===== src/rtl/core/md2_pkg.sv =====
`timescale 1ns / 1ps

package md2_pkg;

   localparam int ROUNDS      = 18;
   localparam int MIX_BYTES   = 48;
   localparam int BLOCK_BYTES = 16;

   typedef enum logic [2:0] {
      ST_IDLE,
      ST_PAD,
      ST_LOAD,
      ST_MIX,
      ST_CSUM,
      ST_COPY,
      ST_EMIT
   } state_type;

   typedef enum logic [1:0] {
      PH_DATA,
      PH_PAD,
      PH_SUM
   } phase_type;

   typedef struct packed {
      logic       buf_shift;
      logic       buf_use_pad;
      logic [7:0] pad_byte;
      logic       load_mix;
      logic       mix_step;
      logic       round_end;
      logic [4:0] round;
      logic       csum_step;
      logic       copy_csum;
      logic       emit_shift;
      logic       clear;
   } cmd_type;

   localparam logic [7:0] PI_ROM [256] = '{
      8'd41, 8'd46, 8'd67, 8'd201, 8'd162, 8'd216, 8'd124, 8'd1, 8'd61, 8'd54, 8'd84,
      8'd161, 8'd236, 8'd240, 8'd6, 8'd19, 8'd98, 8'd167, 8'd5, 8'd243, 8'd192, 8'd199,
      8'd115, 8'd140, 8'd152, 8'd147, 8'd43, 8'd217, 8'd188, 8'd76, 8'd130, 8'd202,
      8'd30, 8'd155, 8'd87, 8'd60, 8'd253, 8'd212, 8'd224, 8'd22, 8'd103, 8'd66, 8'd111,
      8'd24, 8'd138, 8'd23, 8'd229, 8'd18, 8'd190, 8'd78, 8'd196, 8'd214, 8'd218,
      8'd158, 8'd222, 8'd73, 8'd160, 8'd251, 8'd245, 8'd142, 8'd187, 8'd47, 8'd238,
      8'd122, 8'd169, 8'd104, 8'd121, 8'd145, 8'd21, 8'd178, 8'd7, 8'd63, 8'd148,
      8'd194, 8'd16, 8'd137, 8'd11, 8'd34, 8'd95, 8'd33, 8'd128, 8'd127, 8'd93, 8'd154,
      8'd90, 8'd144, 8'd50, 8'd39, 8'd53, 8'd62, 8'd204, 8'd231, 8'd191, 8'd247, 8'd151,
      8'd3, 8'd255, 8'd25, 8'd48, 8'd179, 8'd72, 8'd165, 8'd181, 8'd209, 8'd215, 8'd94,
      8'd146, 8'd42, 8'd172, 8'd86, 8'd170, 8'd198, 8'd79, 8'd184, 8'd56, 8'd210,
      8'd150, 8'd164, 8'd125, 8'd182, 8'd118, 8'd252, 8'd107, 8'd226, 8'd156, 8'd116,
      8'd4, 8'd241, 8'd69, 8'd157, 8'd112, 8'd89, 8'd100, 8'd113, 8'd135, 8'd32,
      8'd134, 8'd91, 8'd207, 8'd101, 8'd230, 8'd45, 8'd168, 8'd2, 8'd27, 8'd96, 8'd37,
      8'd173, 8'd174, 8'd176, 8'd185, 8'd246, 8'd28, 8'd70, 8'd97, 8'd105, 8'd52,
      8'd64, 8'd126, 8'd15, 8'd85, 8'd71, 8'd163, 8'd35, 8'd221, 8'd81, 8'd175, 8'd58,
      8'd195, 8'd92, 8'd249, 8'd206, 8'd186, 8'd197, 8'd234, 8'd38, 8'd44, 8'd83,
      8'd13, 8'd110, 8'd133, 8'd40, 8'd132, 8'd9, 8'd211, 8'd223, 8'd205, 8'd244,
      8'd65, 8'd129, 8'd77, 8'd82, 8'd106, 8'd220, 8'd55, 8'd200, 8'd108, 8'd193,
      8'd171, 8'd250, 8'd36, 8'd225, 8'd123, 8'd8, 8'd12, 8'd189, 8'd177, 8'd74,
      8'd120, 8'd136, 8'd149, 8'd139, 8'd227, 8'd99, 8'd232, 8'd109, 8'd233, 8'd203,
      8'd213, 8'd254, 8'd59, 8'd0, 8'd29, 8'd57, 8'd242, 8'd239, 8'd183, 8'd14,
      8'd102, 8'd88, 8'd208, 8'd228, 8'd166, 8'd119, 8'd114, 8'd248, 8'd235, 8'd117,
      8'd75, 8'd10, 8'd49, 8'd68, 8'd80, 8'd180, 8'd143, 8'd237, 8'd31, 8'd26,
      8'd219, 8'd153, 8'd141, 8'd51, 8'd159, 8'd17, 8'd131, 8'd20
   };

endpackage


===== src/rtl/core/md2_datapath.sv =====
`timescale 1ns / 1ps

module md2_datapath (
   input  logic             clock,
   input  logic             reset,
   input  md2_pkg::cmd_type cmd,
   input  logic [7:0]       data_byte,
   output logic [7:0]       head_byte
);
   import md2_pkg::*;

   logic [7:0] mix_ff  [MIX_BYTES];
   logic [7:0] mix_in  [MIX_BYTES];
   logic [7:0] csum_ff [BLOCK_BYTES];
   logic [7:0] csum_in [BLOCK_BYTES];
   logic [7:0] buf_ff  [BLOCK_BYTES];
   logic [7:0] buf_in  [BLOCK_BYTES];
   logic [7:0] acc_ff, acc_in;
   logic [7:0] cacc_ff, cacc_in;
   logic [7:0] mix_new, csum_new;

   assign mix_new   = mix_ff[0] ^ PI_ROM[acc_ff];
   assign csum_new  = csum_ff[0] ^ PI_ROM[buf_ff[0] ^ cacc_ff];
   assign head_byte = mix_ff[0];

   always_comb begin
      mix_in  = mix_ff;
      csum_in = csum_ff;
      buf_in  = buf_ff;
      acc_in  = acc_ff;
      cacc_in = cacc_ff;
      if (cmd.buf_shift) begin
         for (int i = 0; i < BLOCK_BYTES - 1; i++) buf_in[i] = buf_ff[i + 1];
         buf_in[BLOCK_BYTES - 1] = cmd.buf_use_pad ? cmd.pad_byte : data_byte;
      end
      if (cmd.copy_csum) buf_in = csum_ff;
      if (cmd.load_mix) begin
         for (int k = 0; k < BLOCK_BYTES; k++) begin
            mix_in[BLOCK_BYTES + k]     = buf_ff[k];
            mix_in[2 * BLOCK_BYTES + k] = mix_ff[k] ^ buf_ff[k];
         end
         acc_in  = '0;
         cacc_in = csum_ff[BLOCK_BYTES - 1];
      end
      // rotate the mix state so the working byte always sits at the head
      if (cmd.mix_step) begin
         for (int i = 0; i < MIX_BYTES - 1; i++) mix_in[i] = mix_ff[i + 1];
         mix_in[MIX_BYTES - 1] = mix_new;
         acc_in = cmd.round_end ? mix_new + {3'b000, cmd.round} : mix_new;
      end
      if (cmd.csum_step) begin
         for (int i = 0; i < BLOCK_BYTES - 1; i++) begin
            csum_in[i] = csum_ff[i + 1];
            buf_in[i]  = buf_ff[i + 1];
         end
         csum_in[BLOCK_BYTES - 1] = csum_new;
         buf_in[BLOCK_BYTES - 1]  = buf_ff[0];
         cacc_in = csum_new;
      end
      if (cmd.emit_shift) begin
         for (int i = 0; i < MIX_BYTES - 1; i++) mix_in[i] = mix_ff[i + 1];
         mix_in[MIX_BYTES - 1] = '0;
      end
      if (cmd.clear) begin
         for (int i = 0; i < MIX_BYTES; i++) mix_in[i] = '0;
         for (int i = 0; i < BLOCK_BYTES; i++) csum_in[i] = '0;
      end
   end

   always_ff @(posedge clock) begin
      if (reset) begin
         for (int i = 0; i < MIX_BYTES; i++) mix_ff[i] <= '0;
         for (int i = 0; i < BLOCK_BYTES; i++) csum_ff[i] <= '0;
      end else begin
         mix_ff  <= mix_in;
         csum_ff <= csum_in;
      end
      buf_ff  <= buf_in;
      acc_ff  <= acc_in;
      cacc_ff <= cacc_in;
   end

endmodule


===== src/rtl/core/md2_ctrl.sv =====
`timescale 1ns / 1ps

module md2_ctrl (
   input  logic             clock,
   input  logic             reset,
   input  logic             req_valid,
   output logic             req_ready,
   input  logic             req_byte_valid,
   input  logic             req_last,
   output logic             rsp_valid,
   input  logic             rsp_ready,
   output logic             rsp_last_out,
   input  logic             csr_valid,
   output logic             csr_ready,
   input  logic [4:0]       csr_digest_length,
   output md2_pkg::cmd_type cmd
);
   import md2_pkg::*;

   state_type  state_ff, state_in;
   phase_type  phase_ff, phase_in;
   logic [3:0] fill_ff, fill_in;
   logic       last_ff, last_in;
   logic [7:0] pad_ff, pad_in;
   logic [5:0] step_ff, step_in;
   logic [4:0] round_ff, round_in;
   logic [3:0] emit_ff, emit_in;
   logic [4:0] dlen_ff;
   logic [4:0] count;
   logic       final_byte;

   assign csr_ready  = 1'b1;
   assign count      = (dlen_ff > 5'd16) ? 5'd16 : dlen_ff;
   assign final_byte = ({1'b0, emit_ff} + 5'd1) == count;

   always_ff @(posedge clock) begin
      if (reset) begin
         state_ff <= ST_IDLE;
         phase_ff <= PH_DATA;
         fill_ff  <= '0;
         last_ff  <= 1'b0;
         step_ff  <= '0;
         round_ff <= '0;
         emit_ff  <= '0;
         dlen_ff  <= 5'd16;
      end else begin
         state_ff <= state_in;
         phase_ff <= phase_in;
         fill_ff  <= fill_in;
         last_ff  <= last_in;
         step_ff  <= step_in;
         round_ff <= round_in;
         emit_ff  <= emit_in;
         if (csr_valid) dlen_ff <= csr_digest_length;
      end
      pad_ff <= pad_in;
   end

   always_comb begin
      state_in     = state_ff;
      phase_in     = phase_ff;
      fill_in      = fill_ff;
      last_in      = last_ff;
      pad_in       = pad_ff;
      step_in      = step_ff;
      round_in     = round_ff;
      emit_in      = emit_ff;
      req_ready    = 1'b0;
      rsp_valid    = 1'b0;
      rsp_last_out = 1'b0;
      cmd          = '0;
      cmd.pad_byte = pad_ff;
      cmd.round    = round_ff;
      unique case (state_ff)
         ST_IDLE: begin
            req_ready = 1'b1;
            if (req_valid) begin
               cmd.buf_shift = req_byte_valid;
               fill_in = fill_ff + {3'b000, req_byte_valid};
               last_in = req_last;
               pad_in  = 8'd16 - {4'b0000, fill_in};
               if (req_byte_valid && fill_ff == 4'd15) begin
                  phase_in = PH_DATA;
                  state_in = ST_LOAD;
               end else if (req_last) begin
                  state_in = ST_PAD;
               end
            end
         end
         ST_PAD: begin
            cmd.buf_shift   = 1'b1;
            cmd.buf_use_pad = 1'b1;
            fill_in = fill_ff + 4'd1;
            if (fill_ff == 4'd15) begin
               phase_in = PH_PAD;
               state_in = ST_LOAD;
            end
         end
         ST_LOAD: begin
            cmd.load_mix = 1'b1;
            step_in  = '0;
            round_in = '0;
            state_in = ST_MIX;
         end
         ST_MIX: begin
            cmd.mix_step  = 1'b1;
            cmd.round_end = step_ff == 6'(MIX_BYTES - 1);
            step_in = step_ff + 6'd1;
            if (cmd.round_end) begin
               step_in  = '0;
               round_in = round_ff + 5'd1;
               if (round_ff == 5'(ROUNDS - 1)) begin
                  if (phase_ff == PH_SUM) begin
                     emit_in = '0;
                     if (count == 5'd0) begin
                        cmd.clear = 1'b1;
                        fill_in   = '0;
                        last_in   = 1'b0;
                        state_in  = ST_IDLE;
                     end else begin
                        state_in = ST_EMIT;
                     end
                  end else begin
                     state_in = ST_CSUM;
                  end
               end
            end
         end
         ST_CSUM: begin
            cmd.csum_step = 1'b1;
            step_in = step_ff + 6'd1;
            if (step_ff == 6'(BLOCK_BYTES - 1)) begin
               step_in = '0;
               if (phase_ff == PH_PAD) begin
                  state_in = ST_COPY;
               end else if (last_ff) begin
                  pad_in   = 8'd16;
                  state_in = ST_PAD;
               end else begin
                  state_in = ST_IDLE;
               end
            end
         end
         ST_COPY: begin
            cmd.copy_csum = 1'b1;
            phase_in = PH_SUM;
            state_in = ST_LOAD;
         end
         ST_EMIT: begin
            rsp_valid    = 1'b1;
            rsp_last_out = final_byte;
            if (rsp_ready) begin
               cmd.emit_shift = 1'b1;
               emit_in = emit_ff + 4'd1;
               if (final_byte) begin
                  cmd.clear = 1'b1;
                  fill_in   = '0;
                  last_in   = 1'b0;
                  state_in  = ST_IDLE;
               end
            end
         end
         default: state_in = ST_IDLE;
      endcase
   end

endmodule


===== src/rtl/core/md2_hash_engine.sv =====
`timescale 1ns / 1ps

// MD2 message digest engine. Send one message item per req handshake; an item with
// req_byte_valid low carries no byte, and req_last ends the message. A byte that fills
// a 16-byte block starts one compression (one PI substitution a cycle over 18 rounds
// of 48 bytes, plus the 16-step checksum fold). The end of a message adds padding
// (one pad byte per cycle) and two further compressions before the first digest byte
// appears on rsp. The first digest_length bytes (at most 16) are then handed out one
// per rsp handshake, the final one flagged by rsp_last_out. No item is accepted while
// a block is being compressed or the digest is going out. csr_digest_length may be
// written at any idle time and takes effect once it is registered.
module md2_hash_engine (
   input  logic       clock,
   input  logic       reset,
   input  logic       req_valid,
   output logic       req_ready,
   input  logic [7:0] req_data_byte,
   input  logic       req_byte_valid,
   input  logic       req_last,
   output logic       rsp_valid,
   input  logic       rsp_ready,
   output logic [7:0] rsp_digest_byte,
   output logic       rsp_last_out,
   input  logic       csr_valid,
   output logic       csr_ready,
   input  logic [4:0] csr_digest_length
);
   import md2_pkg::*;

   cmd_type cmd;

   md2_ctrl u_ctrl (
      .clock             (clock),
      .reset             (reset),
      .req_valid         (req_valid),
      .req_ready         (req_ready),
      .req_byte_valid    (req_byte_valid),
      .req_last          (req_last),
      .rsp_valid         (rsp_valid),
      .rsp_ready         (rsp_ready),
      .rsp_last_out      (rsp_last_out),
      .csr_valid         (csr_valid),
      .csr_ready         (csr_ready),
      .csr_digest_length (csr_digest_length),
      .cmd               (cmd)
   );

   md2_datapath u_datapath (
      .clock     (clock),
      .reset     (reset),
      .cmd       (cmd),
      .data_byte (req_data_byte),
      .head_byte (rsp_digest_byte)
   );

endmodule


===== config.mk =====
export PLATFORM = sky130hd
export DESIGN_NAME = md2_hash_engine
export DESIGN_NICKNAME = d
export VERILOG_FILES = /design/src/rtl/core/md2_pkg.sv /design/src/rtl/core/md2_datapath.sv /design/src/rtl/core/md2_ctrl.sv /design/src/rtl/core/md2_hash_engine.sv
export SDC_FILE = /design/constraint.sdc
export NUM_CORES = 2
export LEC_CHECK = 0
export BUFFER_PORTS_ARGS = -buffer_cell sky130_fd_sc_hd__buf_4
export CORE_AREA = 5 5 271 273
export CTS_CLUSTER_DIAMETER = 40
export DETAILED_ROUTE_END_ITERATION = 8
export DIE_AREA = 0 0 276 278
export PLACE_DENSITY = 0.68
export SLEW_MARGIN = 25
export SYNTH_ARGS = -nofsm -noshare
export SYNTH_HDL_FRONTEND = slang
export SYNTH_SLANG_ARGS = --single-unit

===== constraint.sdc =====
create_clock -name clock -period 7.85 [get_ports clock]
set_clock_uncertainty 0.15 [all_clocks]
set_input_delay 0.785 -clock clock [delete_from_list [all_inputs] [get_ports clock]]
set_output_delay 0.785 -clock clock [all_outputs]
set_load 0.005 [all_outputs]

Yosys cells after proc, flatten, opt, wreduce, memory -nomap -nowiden
Memories as Yosys holds them, arrays and structs flattened. Cells that the tools add are included.

Mux-type cells: 84. Bitwise logic cells: 21. Reductions and logical operators: 24. Equal/unequal tests: 26. Add/sub/neg operators: 8. $lt $le $gt $ge: 3.

Operators by type and width (number): $mux W384 (2); $mux W128 (3); $mux W256 (1); $xor A8 B8 Y8 (19); $mux W8 (14); $mux W4 (11); $mux W3 (12); $reduce_and A8 Y1 (3); $mux W1 (22); $pmux W3 S7 (1); $ge A9 B9 Y1 const B (2); $ne A2 B1 Y1 const B (9); $not A8 Y9 (2); $pmux W6 S3 (1); $pmux W4 S4 (1); $pmux W8 S2 (1); $reduce_bool A3 Y1 (5); $mux W6 (2); $reduce_bool A2 Y1 (6); $mux W2 (5); $mux W5 (2); $pmux W5 S2 (1); $reduce_and A5 Y1 (2); $eq A3 B3 Y1 const B (3); 31 further kinds (36).

Flip-flop bits (word level): 694. Memories: 2. Bits in read-only memories: 4096. Input port bits: 20.

Memory list: (no name shown) (words 256, bits a word 8, read ports 1, clocked after memory_dff 0, write ports 0, RTL line md2_datapath.sv:23) `assign csum_new = csum_ff[0] ^ PI_ROM[buf_ff[0] ^ cacc_ff];`; (no name shown) (words 256, bits a word 8, read ports 1, clocked after memory_dff 0, write ports 0, RTL line md2_datapath.sv:22) `assign mix_new = mix_ff[0] ^ PI_ROM[acc_ff];`.

Longest topological paths before layout
Word-level depth: 9. Depth in mapped cells: 22. Depth with buffers taken out: 19.

By module
From an unflattened synthesis, not the netlist that was laid out.

Cell total of the unflattened synthesis: 4139. Area, all modules: 36626.4 um2.

By module, submodules not included: md2_datapath (area an instance 34414.3 um2, instances 1, cells an instance 3862); md2_ctrl (area an instance 2212.1 um2, instances 1, cells an instance 277).

Worst setup path before layout
Ideal clock, no wire load.

Path type: reg-to-reg. Start: register u_ctrl.state_ff[1]. End: register u_datapath.buf_ff[0] in the netlist's numbering, enable pin. Arrival time: 7.261 ns. Path buffers: 4. Slack: -0.219 ns. Cell stages (with the launch flop): 6. Period minus slack after synthesis: 8.069 ns. Data required time: 7.042 ns. Cell sequence: dfxtp_1 > clkbuf_1 > buf_1 > buf_1 > buf_1 > a21oi_1.

Word-level cells in the longest chain between the ends: 3. Elaborated cells between the ends (all ways): 8. Those cells by class: eq/ne: 3; mux: 3; reduce/logical: 2.

RTL lines: start: declaration (RTL line md2_ctrl.sv:20) `state_type state_ff, state_in;`; start signal: assignment (RTL line md2_ctrl.sv:47) `state_ff <= state_in;`; $eq A3 B1 Y1 (tied with other cells) (RTL line md2_ctrl.sv:74) `unique case (state_ff)`; $pmux W1 S2 / $mux W1 (equally long branches) (RTL line md2_ctrl.sv:74); $reduce_bool A3 Y1 (no source line) (*); end signal: assignment (RTL line md2_datapath.sv:78) `buf_ff <= buf_in;`; end: declaration (RTL line md2_datapath.sv:16) `logic [7:0] buf_ff [BLOCK_BYTES];`.

Every way passes the cells marked *; elsewhere a longest branch is shown, timed or not. A chain may end at the register's enable or synchronous reset.

Worst setup path after layout
Start: register u_datapath.acc_ff[0]. End: register u_datapath.acc_ff[7] (data pin).

Word-level cells in the longest chain between the ends: 8.

RTL lines: start: declaration (RTL line md2_datapath.sv:18) `logic [7:0] acc_ff, acc_in;`; start signal: assignment (RTL line md2_datapath.sv:79) `acc_ff <= acc_in;`; $not A8 Y9 (implied by the code) (*) (RTL line md2_datapath.sv:22); $mem_v2 Z256 W8 (*); $mux W8 (implied by the code) (*) (2 in series) (RTL line md2_datapath.sv:22); $xor A8 B8 Y8 (*) (RTL line md2_datapath.sv:22); $add A8 B5 Y8 (RTL line md2_datapath.sv:49) `acc_in = cmd.round_end ? mix_new + {3'b000, cmd.round} : mix_new;`; $mux W8 (*) (RTL line md2_datapath.sv:49); $mux W8 (*) (RTL line md2_datapath.sv:46) `if (cmd.mix_step) begin`.

Every way passes the cells marked *; elsewhere a longest branch is shown, timed or not. The select of a mux whose other input is x is not followed.

==> metrics <==
status finished with violations; violated checks design-rule violations; Fin. Hold Viols 0; Top FF cell, synth dfxtp_1; io pins 32; post-detail-place hpwl 64100 um; Final ANT Viol Nets 0; post-layout util 0.547; WL per Instance 21.2 um; worst reg2reg endpoint u_datapath.acc_ff[7]$_SDFFCE_PN0P_; Max VDD drop 410 uV; Total GRT Usage 0.271; Post-Synthesis Cells 4338; ratio of final minimum period to clock period 0.704; XOR/XNOR Fraction of Synth Area 0.0445; Switch Pwr 7800 uW; Detailed Route Iter0 Violations 4108; Core Area 0.0709 mm^2; Final Setup Violations 0; unrepaired setup endpoints after global routing false; first-pass GRT wire length 172000 um; Compound-Gate Fraction of Synth Area 0.219; post-synthesis mux area share 0.0229; startpoint types flop; grt ovf 0; P per Cell Area 457 mW/mm^2; Hold Path Class input port to flop; Initial Util 0.495; CP Launch Point u_datapath.acc_ff[0]$_SDFFCE_PN0P_; Internal Power 9910 uW; Seq cells post-synth 691; Die W 276 um; Max Slew Vio Count 0; Netlist Area Pre-Place 0.0351 mm^2; most frequent cells in the layout 1173 x nand2_1, 542 x dfxtp_1, 465 x a21oi_1, 308 x nor2_1, 149 x edfxtp_1; largest family of logic cells by synthesized area compound AO/OA/AOI/OAI gates; vias in the first global route 30300; Crit Path Class flop to flop; Clock Sinks 691; crit end category flop; layout cells sized above 1 0.0774; CP max FO 17; worst-margin pin slew 1.10 ns; worst skew pair latency 0.63 ns; f_max 0.181 GHz; RePlAce Congestion 0.968; Netlist cell types 89; crit path to u_datapath.acc_ff[7]$_SDFFCE_PN0P_; CTS tree done; die area 0.0767 mm^2; Worst EP arrival 5.81 ns; Via Count 31800; worst rel slew slack 0.265; P_leak 0.0140 uW; R2R depth 18; net switching share of the total power 0.441; nets 4182; largest net degree at the start of global routing 210; min Tclk post-route 5.52 ns; Worst R2R Setup Slack 2.33 ns; Mapped Nets 4399; clock power share 0.249; simple-gate share of the synthesized area 0.208; combinational power share 0.455; CTS Root Cell clkbuf_16; die height 278 um; Resize count post-CTS 0; Setup TNS Final 0 ns; commonest non-fill, non-tap cell in the layout nand2_1; initial antenna violation count 1; drt pass-1 iters 9; Tot Pwr 17700 uW; Syn Area/Cell 8.09 um^2; post-CTS setup buffers 0; CTS Hold Bufs 0; Vias/cell 6.18; routed wire length 109000 um; Antenna diodes 0; clk slew on worst S/H paths 0.05 ns; Port Buffers 30; DRC 1; cell row count 98; P&R area growth vs syn 10.5%; Hold Path Depth 3; reg2reg start u_datapath.acc_ff[0]$_SDFFCE_PN0P_; yosys warns 0; Post-synth EDFFs 149; ys async rst share 0; H-tree Lvls 3; sequential area share after synthesis 0.437; sequential share of power 0.296; Crit path required time 8.14 ns; clk buf depth 3; number of buffers created by CTS 93; max-cap violations 0; adder-cell share of the synthesized area 0.0148
[layout make-up]
| cell class | count | area (um^2) |
|---|---|---|
| clock buffer | 114 | 2510 |
| tap | 950 | 1190 |
| fill | 6717 | 32100 |
| timing repair buffer | 88 | 813 |
| inverter | 36 | 135 |
| multi-input combinational | 3211 | 18000 |
| clock inverter | 59 | 773 |
| sequential | 691 | 15300 |
[worst max-delay path, cell delays in order, from the launching register on]
cell      delay [ns]
edfxtp_1        0.39
inv_1           0.29
ha_1            0.73
nor2b_1         0.23
nor3b_1         0.55
a211oi_1        0.09
a21oi_1         0.19
o21ai_0         0.09
mux4_2          0.52
xor2_1          0.39
inv_1           0.10
ha_1            0.34
a21oi_1         0.11
o21bai_1        0.14
a21oi_1         0.11
nor3b_1         0.20
mux2i_1         0.13
or4_1           0.48
o21ai_0         0.11
[power groups by stage]
| stage | clock network, uW | registers, uW | logic, uW |
|---|---|---|---|
| 2_1_floorplan | 0 | 5100 | 5630 |
| 3_3_place_gp | 0 | 5300 | 7760 |
| 3_5_place_dp | 0 | 5310 | 7720 |
| 4_1_cts | 4470 | 5240 | 7760 |
| 5_1_grt | 4640 | 5330 | 8600 |
| 6_report | 4400 | 5250 | 8050 |
[flip-flops by register name, indices dropped and copies added (netlist names)]
name,count
u_ctrl.dlen_ff,5
u_ctrl.emit_ff,4
u_ctrl.fill_ff,4
u_ctrl.last_ff,1
u_ctrl.pad_ff,5
u_ctrl.phase_ff,2
u_ctrl.round_ff,5
u_ctrl.state_ff,3
u_ctrl.step_ff,6
u_datapath.acc_ff,8
u_datapath.buf_ff,128
u_datapath.cacc_ff,8
u_datapath.csum_ff,128
u_datapath.head_byte,8
u_datapath.mix_ff,376
[worst min path at each step]
stage,startpoint,endpoint
floorplan,u_datapath.mix_ff[63]$_SDFFE_PP0P_,u_datapath.mix_ff[63]$_SDFFE_PP0P_
global placement,u_datapath.mix_ff[58]$_SDFFE_PP0P_,u_datapath.mix_ff[58]$_SDFFE_PP0P_
detailed placement,u_datapath.mix_ff[40]$_SDFFE_PP0P_,u_datapath.mix_ff[40]$_SDFFE_PP0P_
finish,csr_digest_length[4],u_ctrl.dlen_ff[4]$_SDFFE_PP1P_
global route,csr_digest_length[4],u_ctrl.dlen_ff[4]$_SDFFE_PP1P_
CTS,csr_digest_length[4],u_ctrl.dlen_ff[4]$_SDFFE_PP1P_
[layer usage]
| metal | global-route usage | routed length, um | share of wire |
|---|---|---|---|
| met1 | 0.360 | 46200 | 0.42 |
| met2 | 0.448 | 51300 | 0.47 |
| met3 | 0.0487 | 8280 | 0.076 |
| met4 | 0.0914 | 3600 | 0.033 |
| met5 | 0 | 17 | 0.00016 |
[kinds of logic (layout without fill, tap and decap cells)]
| family | count (synthesis) | count (layout) |
|---|---|---|
| flip-flops | 691 | 691 |
| XOR/XNOR | 173 | 173 |
| other | 1 | 1 |
| buffers and inverters | 436 | 297 |
| multiplexers | 54 | 54 |
| AND/OR/NAND/NOR | 1784 | 1784 |
| AO/OA/AOI/OAI | 1158 | 1158 |
| adder cells (fa/ha/maj) | 41 | 41 |
[synthesized netlist by cell type (all sizes together) (6+ instances only)]
library cell  instances  share of area
nand2              1179           0.13
dfxtp               542           0.31
a21oi               467          0.067
nor2                311          0.033
clkbuf              245          0.026
buf                 155          0.024
edfxtp              149           0.13
o21ai               121          0.017
a222oi              120          0.034
o211ai              119          0.025
xnor2               113          0.029
nor3                 92          0.013
nand3                67         0.0096
xor2                 60          0.016
o22ai                58          0.010
ha                   40          0.014
a211oi               34         0.0073
inv                  34         0.0036
a31oi                29         0.0052
mux2i                25         0.0071
nand2b               25         0.0045
nor2b                24         0.0045
a311oi               23         0.0057
mux4                 20          0.013
o311ai               19         0.0047
a22oi                17         0.0036
a221oi               16         0.0043
o31ai                15         0.0032
and2                 14         0.0025
and3                 13         0.0023
o221ai               13         0.0032
or3                  13         0.0023
nand4                11         0.0020
a2111oi              10         0.0027
a21o                 10         0.0021
a32oi                10         0.0025
nor3b                10         0.0023
mux2                  9         0.0029
nor4                  8         0.0014
o2111ai               8         0.0020
o311a                 8         0.0023
o31a                  7         0.0017
a311o                 6         0.0017
[metrics by stage]
step / std cells / hold slack [ns] / setup slack (ns) / instance area, um^2
finish: 5149 / 0.225 / 2.33 / 38800
detailed placement: 4972 / 0.295 / 2.49 / 35400
CTS: 5145 / 0.196 / 2.46 / 38700
global placement: 4972 / 0.290 / 2.55 / 35400
floorplan: 4338 / 0.281 / 2.51 / 35100
global route: 5149 / 0.234 / 2.08 / 38800
Power figures use the tool's default switching activity.
